`src/rtl/ftl_pkg.sv`:
```
package ftl_pkg;

    localparam logic OP_CLIENT = 1'b0;
    localparam logic OP_REPLY  = 1'b1;

    typedef enum logic [1:0] {
        ST_HIT     = 2'd0,
        ST_FREE    = 2'd1,
        ST_EVICT   = 2'd2,
        ST_UNKNOWN = 2'd3
    } t_status;

    typedef struct packed {
        logic        op;
        logic [15:0] src_family;
        logic [15:0] src_port;
        logic [31:0] src_ip;
        logic [15:0] handle;
    } t_req;

    typedef struct packed {
        t_status     status;
        logic [2:0]  slot;
        logic [15:0] evicted_handle;
        logic [15:0] entry_handle;
        logic [15:0] peer_family;
        logic [15:0] peer_port;
        logic [31:0] peer_ip;
    } t_rsp;

    // controller -> datapath
    typedef struct packed {
        logic load_req;
        logic lookup;
        logic scan_step;
        logic commit;
    } t_cmd;

    // datapath -> controller
    typedef struct packed {
        logic need_scan;
        logic scan_last;
    } t_stat;

endpackage

```
`src/rtl/ftl_stream_if.sv`:
```
interface ftl_stream_if #(
    parameter type T = logic
) ();
    logic valid;
    logic ready;
    T     data;

    modport source (output valid, output data, input ready);
    modport sink   (input valid, input data, output ready);
endinterface

```
`src/rtl/ftl_ctrl.sv`:
```
module ftl_ctrl import ftl_pkg::*; (
    input  logic  i_clk,
    input  logic  i_rst_n,
    input  logic  i_in_valid,
    output logic  o_in_ready,
    output logic  o_out_valid,
    input  logic  i_out_ready,
    input  t_stat i_stat,
    output t_cmd  o_cmd
);

    typedef enum logic [3:0] {
        S_IDLE   = 4'b0001,
        S_LOOKUP = 4'b0010,
        S_SCAN   = 4'b0100,
        S_COMMIT = 4'b1000
    } t_state;

    t_state r_state, n_state;
    logic   r_out_valid, n_out_valid;

    always_comb begin
        n_state = r_state;
        o_cmd   = '0;
        unique case (r_state)
            S_IDLE: begin
                if (i_in_valid) begin
                    o_cmd.load_req = 1'b1;
                    n_state        = S_LOOKUP;
                end
            end
            S_LOOKUP: begin
                o_cmd.lookup = 1'b1;
                n_state      = i_stat.need_scan ? S_SCAN : S_COMMIT;
            end
            S_SCAN: begin
                o_cmd.scan_step = 1'b1;
                if (i_stat.scan_last) begin
                    n_state = S_COMMIT;
                end
            end
            S_COMMIT: begin
                // result register must be free before the table is touched
                if (!r_out_valid || i_out_ready) begin
                    o_cmd.commit = 1'b1;
                    n_state      = S_IDLE;
                end
            end
            default: n_state = S_IDLE;
        endcase
    end

    always_comb begin
        if (o_cmd.commit) begin
            n_out_valid = 1'b1;
        end else if (i_out_ready) begin
            n_out_valid = 1'b0;
        end else begin
            n_out_valid = r_out_valid;
        end
    end

    always_ff @(posedge i_clk) begin
        if (!i_rst_n) begin
            r_state     <= S_IDLE;
            r_out_valid <= 1'b0;
        end else begin
            r_state     <= n_state;
            r_out_valid <= n_out_valid;
        end
    end

    // no beat is taken while reset is held
    assign o_in_ready  = (r_state == S_IDLE) && i_rst_n;
    assign o_out_valid = r_out_valid;

    a_commit_shows: assert property (@(posedge i_clk) disable iff (!i_rst_n)
        o_cmd.commit |=> r_out_valid)
        else $error("result beat not raised after commit");

endmodule

```
`src/rtl/ftl_dp.sv`:
```
module ftl_dp import ftl_pkg::*; #(
    parameter int ENTRIES = 8
) (
    input  logic  i_clk,
    input  logic  i_rst_n,
    input  t_cmd  i_cmd,
    input  t_req  i_req_data,
    output t_stat o_stat,
    output t_rsp  o_rsp_data
);

    localparam int IW = $clog2(ENTRIES);
    localparam int CW = $clog2(ENTRIES + 1);

    // table, one register set per slot
    logic [63:0]  r_stamp [ENTRIES];
    logic [15:0]  r_fam   [ENTRIES];
    logic [15:0]  r_port  [ENTRIES];
    logic [31:0]  r_ip    [ENTRIES];
    logic [15:0]  r_hdl   [ENTRIES];
    logic [ENTRIES-1:0] r_valid;
    logic [63:0]  r_cnt;
    logic [CW-1:0] r_used;

    t_req         r_req;
    t_status      r_status;
    logic [IW-1:0] r_sel;
    logic [IW-1:0] r_scan;
    logic          r_best_ok;
    logic [IW-1:0] r_best_idx;
    logic [63:0]   r_best_stamp;
    t_rsp          r_rsp;

    logic [ENTRIES-1:0] w_match, w_free;
    logic [IW-1:0]      w_hit_idx, w_free_idx, w_sel;
    logic               w_hit, w_free_ok, w_fill, w_take;
    logic [63:0]        w_next_cnt;
    t_status            w_status;
    t_rsp               w_rsp;

    // parallel compare against every slot
    always_comb begin
        for (int i = 0; i < ENTRIES; i++) begin
            if (r_req.op == OP_REPLY) begin
                w_match[i] = r_valid[i] && (r_hdl[i] == r_req.handle);
            end else begin
                w_match[i] = r_valid[i] && (r_fam[i] == r_req.src_family)
                           && (r_port[i] == r_req.src_port) && (r_ip[i] == r_req.src_ip);
            end
            w_free[i] = !r_valid[i];
        end
    end

    // lowest index wins
    always_comb begin
        w_hit_idx  = '0;
        w_free_idx = '0;
        for (int i = ENTRIES - 1; i >= 0; i--) begin
            if (w_match[i]) begin
                w_hit_idx = IW'(i);
            end
            if (w_free[i]) begin
                w_free_idx = IW'(i);
            end
        end
    end

    assign w_hit     = |w_match;
    assign w_free_ok = (|w_free) && (r_used < CW'(ENTRIES));

    always_comb begin
        if (w_hit) begin
            w_status = ST_HIT;
        end else if (r_req.op == OP_REPLY) begin
            w_status = ST_UNKNOWN;
        end else if (w_free_ok) begin
            w_status = ST_FREE;
        end else begin
            w_status = ST_EVICT;
        end
    end

    assign o_stat.need_scan = (w_status == ST_EVICT);
    assign o_stat.scan_last = (r_scan == IW'(ENTRIES - 1));

    // oldest valid stamp, one slot per cycle
    assign w_take = r_valid[r_scan] && (!r_best_ok || (r_stamp[r_scan] < r_best_stamp));

    assign w_sel  = (r_status == ST_EVICT) ? r_best_idx : r_sel;
    assign w_fill = (r_status == ST_FREE) || (r_status == ST_EVICT);

    always_comb begin
        w_next_cnt = r_cnt + 64'd1;
        if (w_next_cnt == 64'd0) begin
            w_next_cnt = 64'd1;  // stamp skips zero; slot validity is kept in r_valid
        end
    end

    always_comb begin
        w_rsp = '0;
        if (r_status != ST_UNKNOWN) begin
            w_rsp.status = r_status;
            w_rsp.slot   = 3'(w_sel);
            if (r_status == ST_EVICT) begin
                w_rsp.evicted_handle = r_hdl[w_sel];
            end
            if (w_fill) begin
                w_rsp.entry_handle = r_req.handle;
                w_rsp.peer_family  = r_req.src_family;
                w_rsp.peer_port    = r_req.src_port;
                w_rsp.peer_ip      = r_req.src_ip;
            end else begin
                w_rsp.entry_handle = r_hdl[w_sel];
                w_rsp.peer_family  = r_fam[w_sel];
                w_rsp.peer_port    = r_port[w_sel];
                w_rsp.peer_ip      = r_ip[w_sel];
            end
        end else begin
            w_rsp.status = ST_UNKNOWN;
        end
    end

    always_ff @(posedge i_clk) begin
        if (!i_rst_n) begin
            r_valid   <= '0;
            r_cnt     <= '0;
            r_used    <= '0;
            r_scan    <= '0;
            r_best_ok <= 1'b0;
        end else begin
            if (i_cmd.lookup) begin
                r_scan    <= '0;
                r_best_ok <= 1'b0;
            end
            if (i_cmd.scan_step) begin
                r_scan <= r_scan + IW'(1);
                if (w_take) begin
                    r_best_ok <= 1'b1;
                end
            end
            if (i_cmd.commit && (r_status != ST_UNKNOWN)) begin
                r_valid[w_sel] <= 1'b1;
                r_cnt          <= w_next_cnt;
                if (r_status == ST_FREE) begin
                    r_used <= r_used + CW'(1);
                end
            end
        end
    end

    always_ff @(posedge i_clk) begin
        if (i_cmd.load_req) begin
            r_req <= i_req_data;
        end
        if (i_cmd.lookup) begin
            r_status   <= w_status;
            r_sel      <= w_hit ? w_hit_idx : w_free_idx;
            r_best_idx <= '0;
        end
        if (i_cmd.scan_step && w_take) begin
            r_best_idx   <= r_scan;
            r_best_stamp <= r_stamp[r_scan];
        end
        if (i_cmd.commit) begin
            r_rsp <= w_rsp;
            if (r_status != ST_UNKNOWN) begin
                r_stamp[w_sel] <= w_next_cnt;
                if (w_fill) begin
                    r_fam[w_sel]  <= r_req.src_family;
                    r_port[w_sel] <= r_req.src_port;
                    r_ip[w_sel]   <= r_req.src_ip;
                    r_hdl[w_sel]  <= r_req.handle;
                end
            end
        end
    end

    assign o_rsp_data = r_rsp;

    a_cnt_nonzero: assert property (@(posedge i_clk) disable iff (!i_rst_n)
        (i_cmd.commit && (r_status != ST_UNKNOWN)) |=> (r_cnt != 64'd0))
        else $error("access counter reads zero after a refresh");

    a_used_bound: assert property (@(posedge i_clk) disable iff (!i_rst_n)
        r_used <= CW'(ENTRIES))
        else $error("fill count above table size");

    a_free_empty: assert property (@(posedge i_clk) disable iff (!i_rst_n)
        (i_cmd.commit && (r_status == ST_FREE)) |-> !r_valid[r_sel])
        else $error("free fill targets a valid slot");

    a_evict_full: assert property (@(posedge i_clk) disable iff (!i_rst_n)
        (i_cmd.commit && (r_status == ST_EVICT)) |-> (r_used == CW'(ENTRIES)))
        else $error("eviction while table not full");

endmodule

```
`src/rtl/flow_table_lru.sv`:
```
// Session table with least-recently-used replacement.
//
// i_req (sink): one beat per packet. op 0 looks the client source key up and
// fills or evicts on a miss; op 1 looks a session handle up and returns the
// stored client key. o_rsp (source): exactly one result beat per request.
//
// Timing: a request is taken in idle, compared against all slots in the next
// cycle, then written back and registered for output in commit state once
// the result register is free, for hits, free fills and unknown handles. An
// eviction first runs the scan state: a one-slot-per-cycle scan for the
// oldest stamp. The result appears on o_rsp the cycle after write-back.
// One item is in flight at a time; i_req.ready is high only in idle.
//
// Reset (synchronous, active low) empties the table and clears the access
// counter at once; no clearing pass. If o_rsp is stalled, the next request
// is still taken and looked up, and its write-back waits until the pending
// result beat has gone.
module flow_table_lru import ftl_pkg::*; #(
    parameter int ENTRIES = 8
) (
    input  logic         i_clk,
    input  logic         i_rst_n,
    ftl_stream_if.sink   i_req,
    ftl_stream_if.source o_rsp
);

    t_cmd  w_cmd;
    t_stat w_stat;
    t_rsp  w_rsp;
    t_req  w_req;

    assign w_req = i_req.data;

    ftl_ctrl u_ctrl (
        .i_clk       (i_clk),
        .i_rst_n     (i_rst_n),
        .i_in_valid  (i_req.valid),
        .o_in_ready  (i_req.ready),
        .o_out_valid (o_rsp.valid),
        .i_out_ready (o_rsp.ready),
        .i_stat      (w_stat),
        .o_cmd       (w_cmd)
    );

    ftl_dp #(
        .ENTRIES (ENTRIES)
    ) u_dp (
        .i_clk      (i_clk),
        .i_rst_n    (i_rst_n),
        .i_cmd      (w_cmd),
        .i_req_data (w_req),
        .o_stat     (w_stat),
        .o_rsp_data (w_rsp)
    );

    assign o_rsp.data = w_rsp;

endmodule

```
`src/flat_wrapper.sv`:
```
// flat-port wrapper written by rule: the top's interface ports become plain ports
module flow_table_lru_flat import ftl_pkg::*;
#(
    parameter int ENTRIES = 8
)
  (i_clk, i_rst_n, i_req_valid, i_req_data, i_req_ready, o_rsp_valid, o_rsp_data, o_rsp_ready);
  ftl_stream_if #(.T(t_req)) i_req_i ();
  ftl_stream_if #(.T(t_rsp)) o_rsp_i ();
  input  logic i_clk;
  input  logic i_rst_n;
  input wire logic [$bits(i_req_i.valid)-1:0] i_req_valid;
  input wire logic [$bits(i_req_i.data)-1:0] i_req_data;
  output wire logic [$bits(i_req_i.ready)-1:0] i_req_ready;
  output wire logic [$bits(o_rsp_i.valid)-1:0] o_rsp_valid;
  output wire logic [$bits(o_rsp_i.data)-1:0] o_rsp_data;
  input wire logic [$bits(o_rsp_i.ready)-1:0] o_rsp_ready;
  assign i_req_i.valid = i_req_valid;
  assign i_req_i.data = i_req_data;
  assign i_req_ready = i_req_i.ready;
  assign o_rsp_valid = o_rsp_i.valid;
  assign o_rsp_data = o_rsp_i.data;
  assign o_rsp_i.ready = o_rsp_ready;
  flow_table_lru #(.ENTRIES(ENTRIES)) u_core (.i_clk(i_clk), .i_rst_n(i_rst_n), .i_req(i_req_i), .o_rsp(o_rsp_i));
endmodule
```
`config.mk`:
```
export PLATFORM = sky130hd
export DESIGN_NAME = flow_table_lru_flat
export DESIGN_NICKNAME = d
export VERILOG_FILES = /design/src/rtl/ftl_pkg.sv /design/src/rtl/ftl_stream_if.sv /design/src/rtl/ftl_ctrl.sv /design/src/rtl/ftl_dp.sv /design/src/rtl/flow_table_lru.sv /design/src/flat_wrapper.sv
export SDC_FILE = /design/constraint.sdc
export NUM_CORES = 2
export LEC_CHECK = 0
export ABC_CLOCK_PERIOD_IN_PS = 10800
export BUFFER_PORTS_ARGS = -buffer_cell sky130_fd_sc_hd__buf_2
export CORE_ASPECT_RATIO = 0.75
export CORE_MARGIN = 4
export CORE_UTILIZATION = 30
export CTS_BUF_LIST = sky130_fd_sc_hd__clkbuf_4
export DETAILED_ROUTE_END_ITERATION = 7
export SLEW_MARGIN = 15
export SYNTH_ARGS = -nofsm -noshare
export SYNTH_HDL_FRONTEND = slang
export SYNTH_SLANG_ARGS = --single-unit
```
`constraint.sdc`:
```
create_clock -name i_clk -period 10.8 [get_ports i_clk]
set_clock_uncertainty 0.05 [all_clocks]
set_input_delay 1.62 -clock i_clk [delete_from_list [all_inputs] [get_ports i_clk]]
set_output_delay 1.62 -clock i_clk [all_outputs]
set_load 0.02 [all_outputs]
```
==> results.sh <==
export IMPL_status="finished clean"
export IMPL_synth_seq_cells=1494
export IMPL_async_flop_share_pct=0
export IMPL_final_nets=5350
export IMPL_ctsHoldBuffers=0
export IMPL_globalplace_congestion=0.996
export IMPL_fin_area_mm2=0.0769
export IMPL_crit_slowest_cell="dfxtp_4"
export IMPL_portBuffers=187
export IMPL_cts_clk_slew_worst_paths_ns=0.07
export IMPL_dr_pass1_iters=5
export IMPL_post_cts_setup_buffer_count=0
export IMPL_syn_inst=4805
export IMPL_critical_path_startpoint_type="flop"
export IMPL_max_slew_margin_pct=9.44
export IMPL_top_layer_used="met5"
export IMPL_dpl_hpwl_um=154000
export IMPL_row_count=150
export IMPL_multi_input_area_mm2=0.0220
export IMPL_endpoint="u_core.u_dp.r_best_stamp[54]"
export IMPL_drive_above_1_share_pct=21.9
export IMPL_final_setup_viol_count=0
export IMPL_setup_tns_ns=0
export IMPL_yosysTopAreaCellShare_pct=62.8
export IMPL_synth_area_mm2=0.0672
export IMPL_h_tree_depth=5
export IMPL_rsz0062_at_grt="no"
export IMPL_dr_first_iter_drc_count=7004
export IMPL_ant_nets=0
export IMPL_fin_crit_sh_pct=57.3
export IMPL_ys_flop_type="edfxtp_1"
export IMPL_crit_chain="buf_4, mux4_2, mux2_2, ha_1, a21o_1, a21o_1, a21o_1, a21o_1, a21oi_1, o21ai_0, nor4_1, a21boi_0, inv_2, buf_4"
export IMPL_r2r_end="u_core.u_dp.r_best_stamp[54]"
export IMPL_syn_nets=4960
export IMPL_ir_drop_mv=0.0937
export IMPL_cp_end_kind="flop"
export IMPL_grt_pass1_vias=42900
export IMPL_grt_first_pass_wirelength_um=323000
export IMPL_p_per_area_mw_per_mm2=154
export IMPL_seqCellArea_mm2=0.0440
export IMPL_placed_cell_area_mm2=0.0719
export IMPL_m1WireLength_um=100000
export IMPL_slew_viol_final=0
export IMPL_final_cell_mix="edfxtp_1 (1406), clkbuf_4 (559), xor2_1 (479)"
export IMPL_dieHeight_um=418
export IMPL_grt_max_degree=129
export IMPL_cp_required_ns=11.54
export IMPL_ctsLongestPathBuffers=4
export IMPL_crit_type="flop to flop"
export IMPL_dp_slack_ns=4.40
export IMPL_wl_met3_um=32500
export IMPL_syn_to_final_growth_pct=14.4
export IMPL_crit_path_frequent_cell="a21o_1"
export IMPL_vias=44800
export IMPL_reg2reg_setup_slack_ns=4.61
export IMPL_wl_met2_um=91900
export IMPL_synth_edf_count=1406
export IMPL_cts_sinks=1494
export IMPL_synth_cell_types=81
export IMPL_drt_wl_total_um=231000
export IMPL_io_pins=188
export IMPL_whs_ns=0.437
export IMPL_finalHoldViolations=0
export IMPL_netlist_top_cells_area="edfxtp_1 (63%), xor2_1 (6.3%), mux4_2 (4.4%), xnor2_1 (3.3%), dfxtp_1 (2.6%)"
export IMPL_final_common_cell="edfxtp_1"
export IMPL_wl_per_cell_um=27.4
export IMPL_fin_ws_ns=4.61
export IMPL_core_mm2=0.223
export IMPL_period_needed_ns=6.19
export IMPL_die_w_um=555
export IMPL_syn_avg_cell_area_um2=14.0
export IMPL_worstMarginPinSlew_ns=1.35
export IMPL_nFillCells=21700
export IMPL_worstRegToRegCells=14
export IMPL_cts_tree="built"
export IMPL_ys_seq_area_share_pct=65.4
export IMPL_initial_utilization_pct=30.2
export IMPL_critPathMaxStageDelay_ns=0.79
export IMPL_insertion_delay_ns=1.20
export IMPL_track_usage_pct=19.3
export IMPL_max_freq_ghz=0.161
export IMPL_leakagePower_uw=0.0266
export IMPL_maxCapViolCount=0
export IMPL_grt_antenna_before_repair=14
export IMPL_cp_max_fo=48
export IMPL_yosysTopAreaCell="edfxtp_1"
export IMPL_drc=0
export IMPL_ys_warn_count=0
export IMPL_dieArea_mm2=0.232
export IMPL_worstPathArrival_ns=6.94
export IMPL_cts_buffers_inserted=385
export IMPL_cts_root_buf="clkbuf_4"
export IMPL_vias_per_cell=5.29
export IMPL_post_cts_resized=0
export IMPL_gr_total_overflow=0
export IMPL_hp_start="u_core.u_dp.r_best_ok"
export IMPL_holdCritPathClass="flop to flop"
worst min path at each step:
stage                                  endpoint  cells after the start
after detailed placement  u_core.u_dp.r_best_ok                      2
after floorplan           u_core.u_dp.r_best_ok                      2
final                     u_core.u_dp.r_best_ok                      2
after global routing      u_core.u_dp.r_req[14]                      1
after CTS                 u_core.u_dp.r_req[14]                      1
after global placement    u_core.u_dp.r_best_ok                      2
cells in the mapped netlist, types with 22 or more instances:
library cell / instances
ha_1: 70
o21ai_0: 97
edfxtp_1: 1406
nor2b_1: 39
mux2i_1: 33
nand3_1: 114
mux4_2: 131
inv_1: 98
and2_1: 44
xnor2_1: 251
nand4_1: 93
a21boi_0: 32
a22oi_1: 37
dfxtp_1: 88
a21oi_1: 203
clkbuf_1: 228
nor4_1: 129
mux2_2: 69
a211oi_1: 71
and3_1: 22
nand2_1: 419
a221oi_1: 56
nor2_1: 194
buf_1: 49
nor3_1: 73
xor2_1: 480
or3_1: 31
layer usage:
layer,global-route usage [%],vias to the layer above
met1,28.4,22300
met5,0,-
li1,-,19100
met2,25.8,2945
met4,6.05,10
met3,7.36,388
state kept, by name (all words and copies together), names as in the netlist, named ones only:
signal and cells:
u_core.u_ctrl.o_out_valid 1, u_core.u_ctrl.r_state 4, u_core.u_dp.o_rsp_data 101, u_core.u_dp.r_best_idx 3, u_core.u_dp.r_best_ok 1, u_core.u_dp.r_best_stamp 64, u_core.u_dp.r_cnt 64, u_core.u_dp.r_fam 128
u_core.u_dp.r_hdl 128, u_core.u_dp.r_ip 256, u_core.u_dp.r_port 128, u_core.u_dp.r_req 81, u_core.u_dp.r_scan 3, u_core.u_dp.r_sel 3, u_core.u_dp.r_stamp 512, u_core.u_dp.r_status 2
u_core.u_dp.r_used 4, u_core.u_dp.r_valid 8
logic make-up (layout without fill, tap and decap cells):
kind of cell,count (synthesis),after routing,synth area share [%]
AOI/OAI and AO/OA,647,647,6.31
xor gates and xnor gates,731,731,9.53
adders and majority gates,70,70,1.30
buffers and inverters,403,1083,2.34
DFF,1494,1494,65.4
muxes,233,233,6.04
other,0,8,0
and+or+nand+nor,1227,1227,9.04
worst max-delay path: cells and delay by family (launching register included):
family / cells / cell delay (ns)
buffers and inverters: 3 / 1.69
AND/OR/NAND/NOR: 1 / 0.51
adder cells (fa/ha/maj): 1 / 0.31
multiplexers: 2 / 0.87
AO/OA/AOI/OAI: 7 / 1.45
flip-flops: 1 / 0.79
power by group:
group | total [uW] | switching, uW | internal [uW]
Clock | 4980 | 2410 | 2560
Combinational | 471 | 335 | 136
Sequential | 6410 | 86.2 | 6320
final cells by class:
type	instances	area share, %
Sequential cell	1494	57.2
Inverter	98	0.485
Antenna cell	8	0.0260
Multi-Input combinational cell	2908	28.6
Tap cell	2964	4.82
Timing Repair Buffer	308	2.46
Clock inverter	118	0.902
Clock buffer	559	5.46
metrics by stage:
stage	util, %	cells	power (uW)
detailed placement	32.3	7772	6980
finish	34.5	8457	11900
CTS	34.5	8449	11900
global placement	32.3	7772	6980
floorplan	-	4805	6740
global route	34.5	8453	12300
No activity file was read; power rests on OpenSTA's default activity.
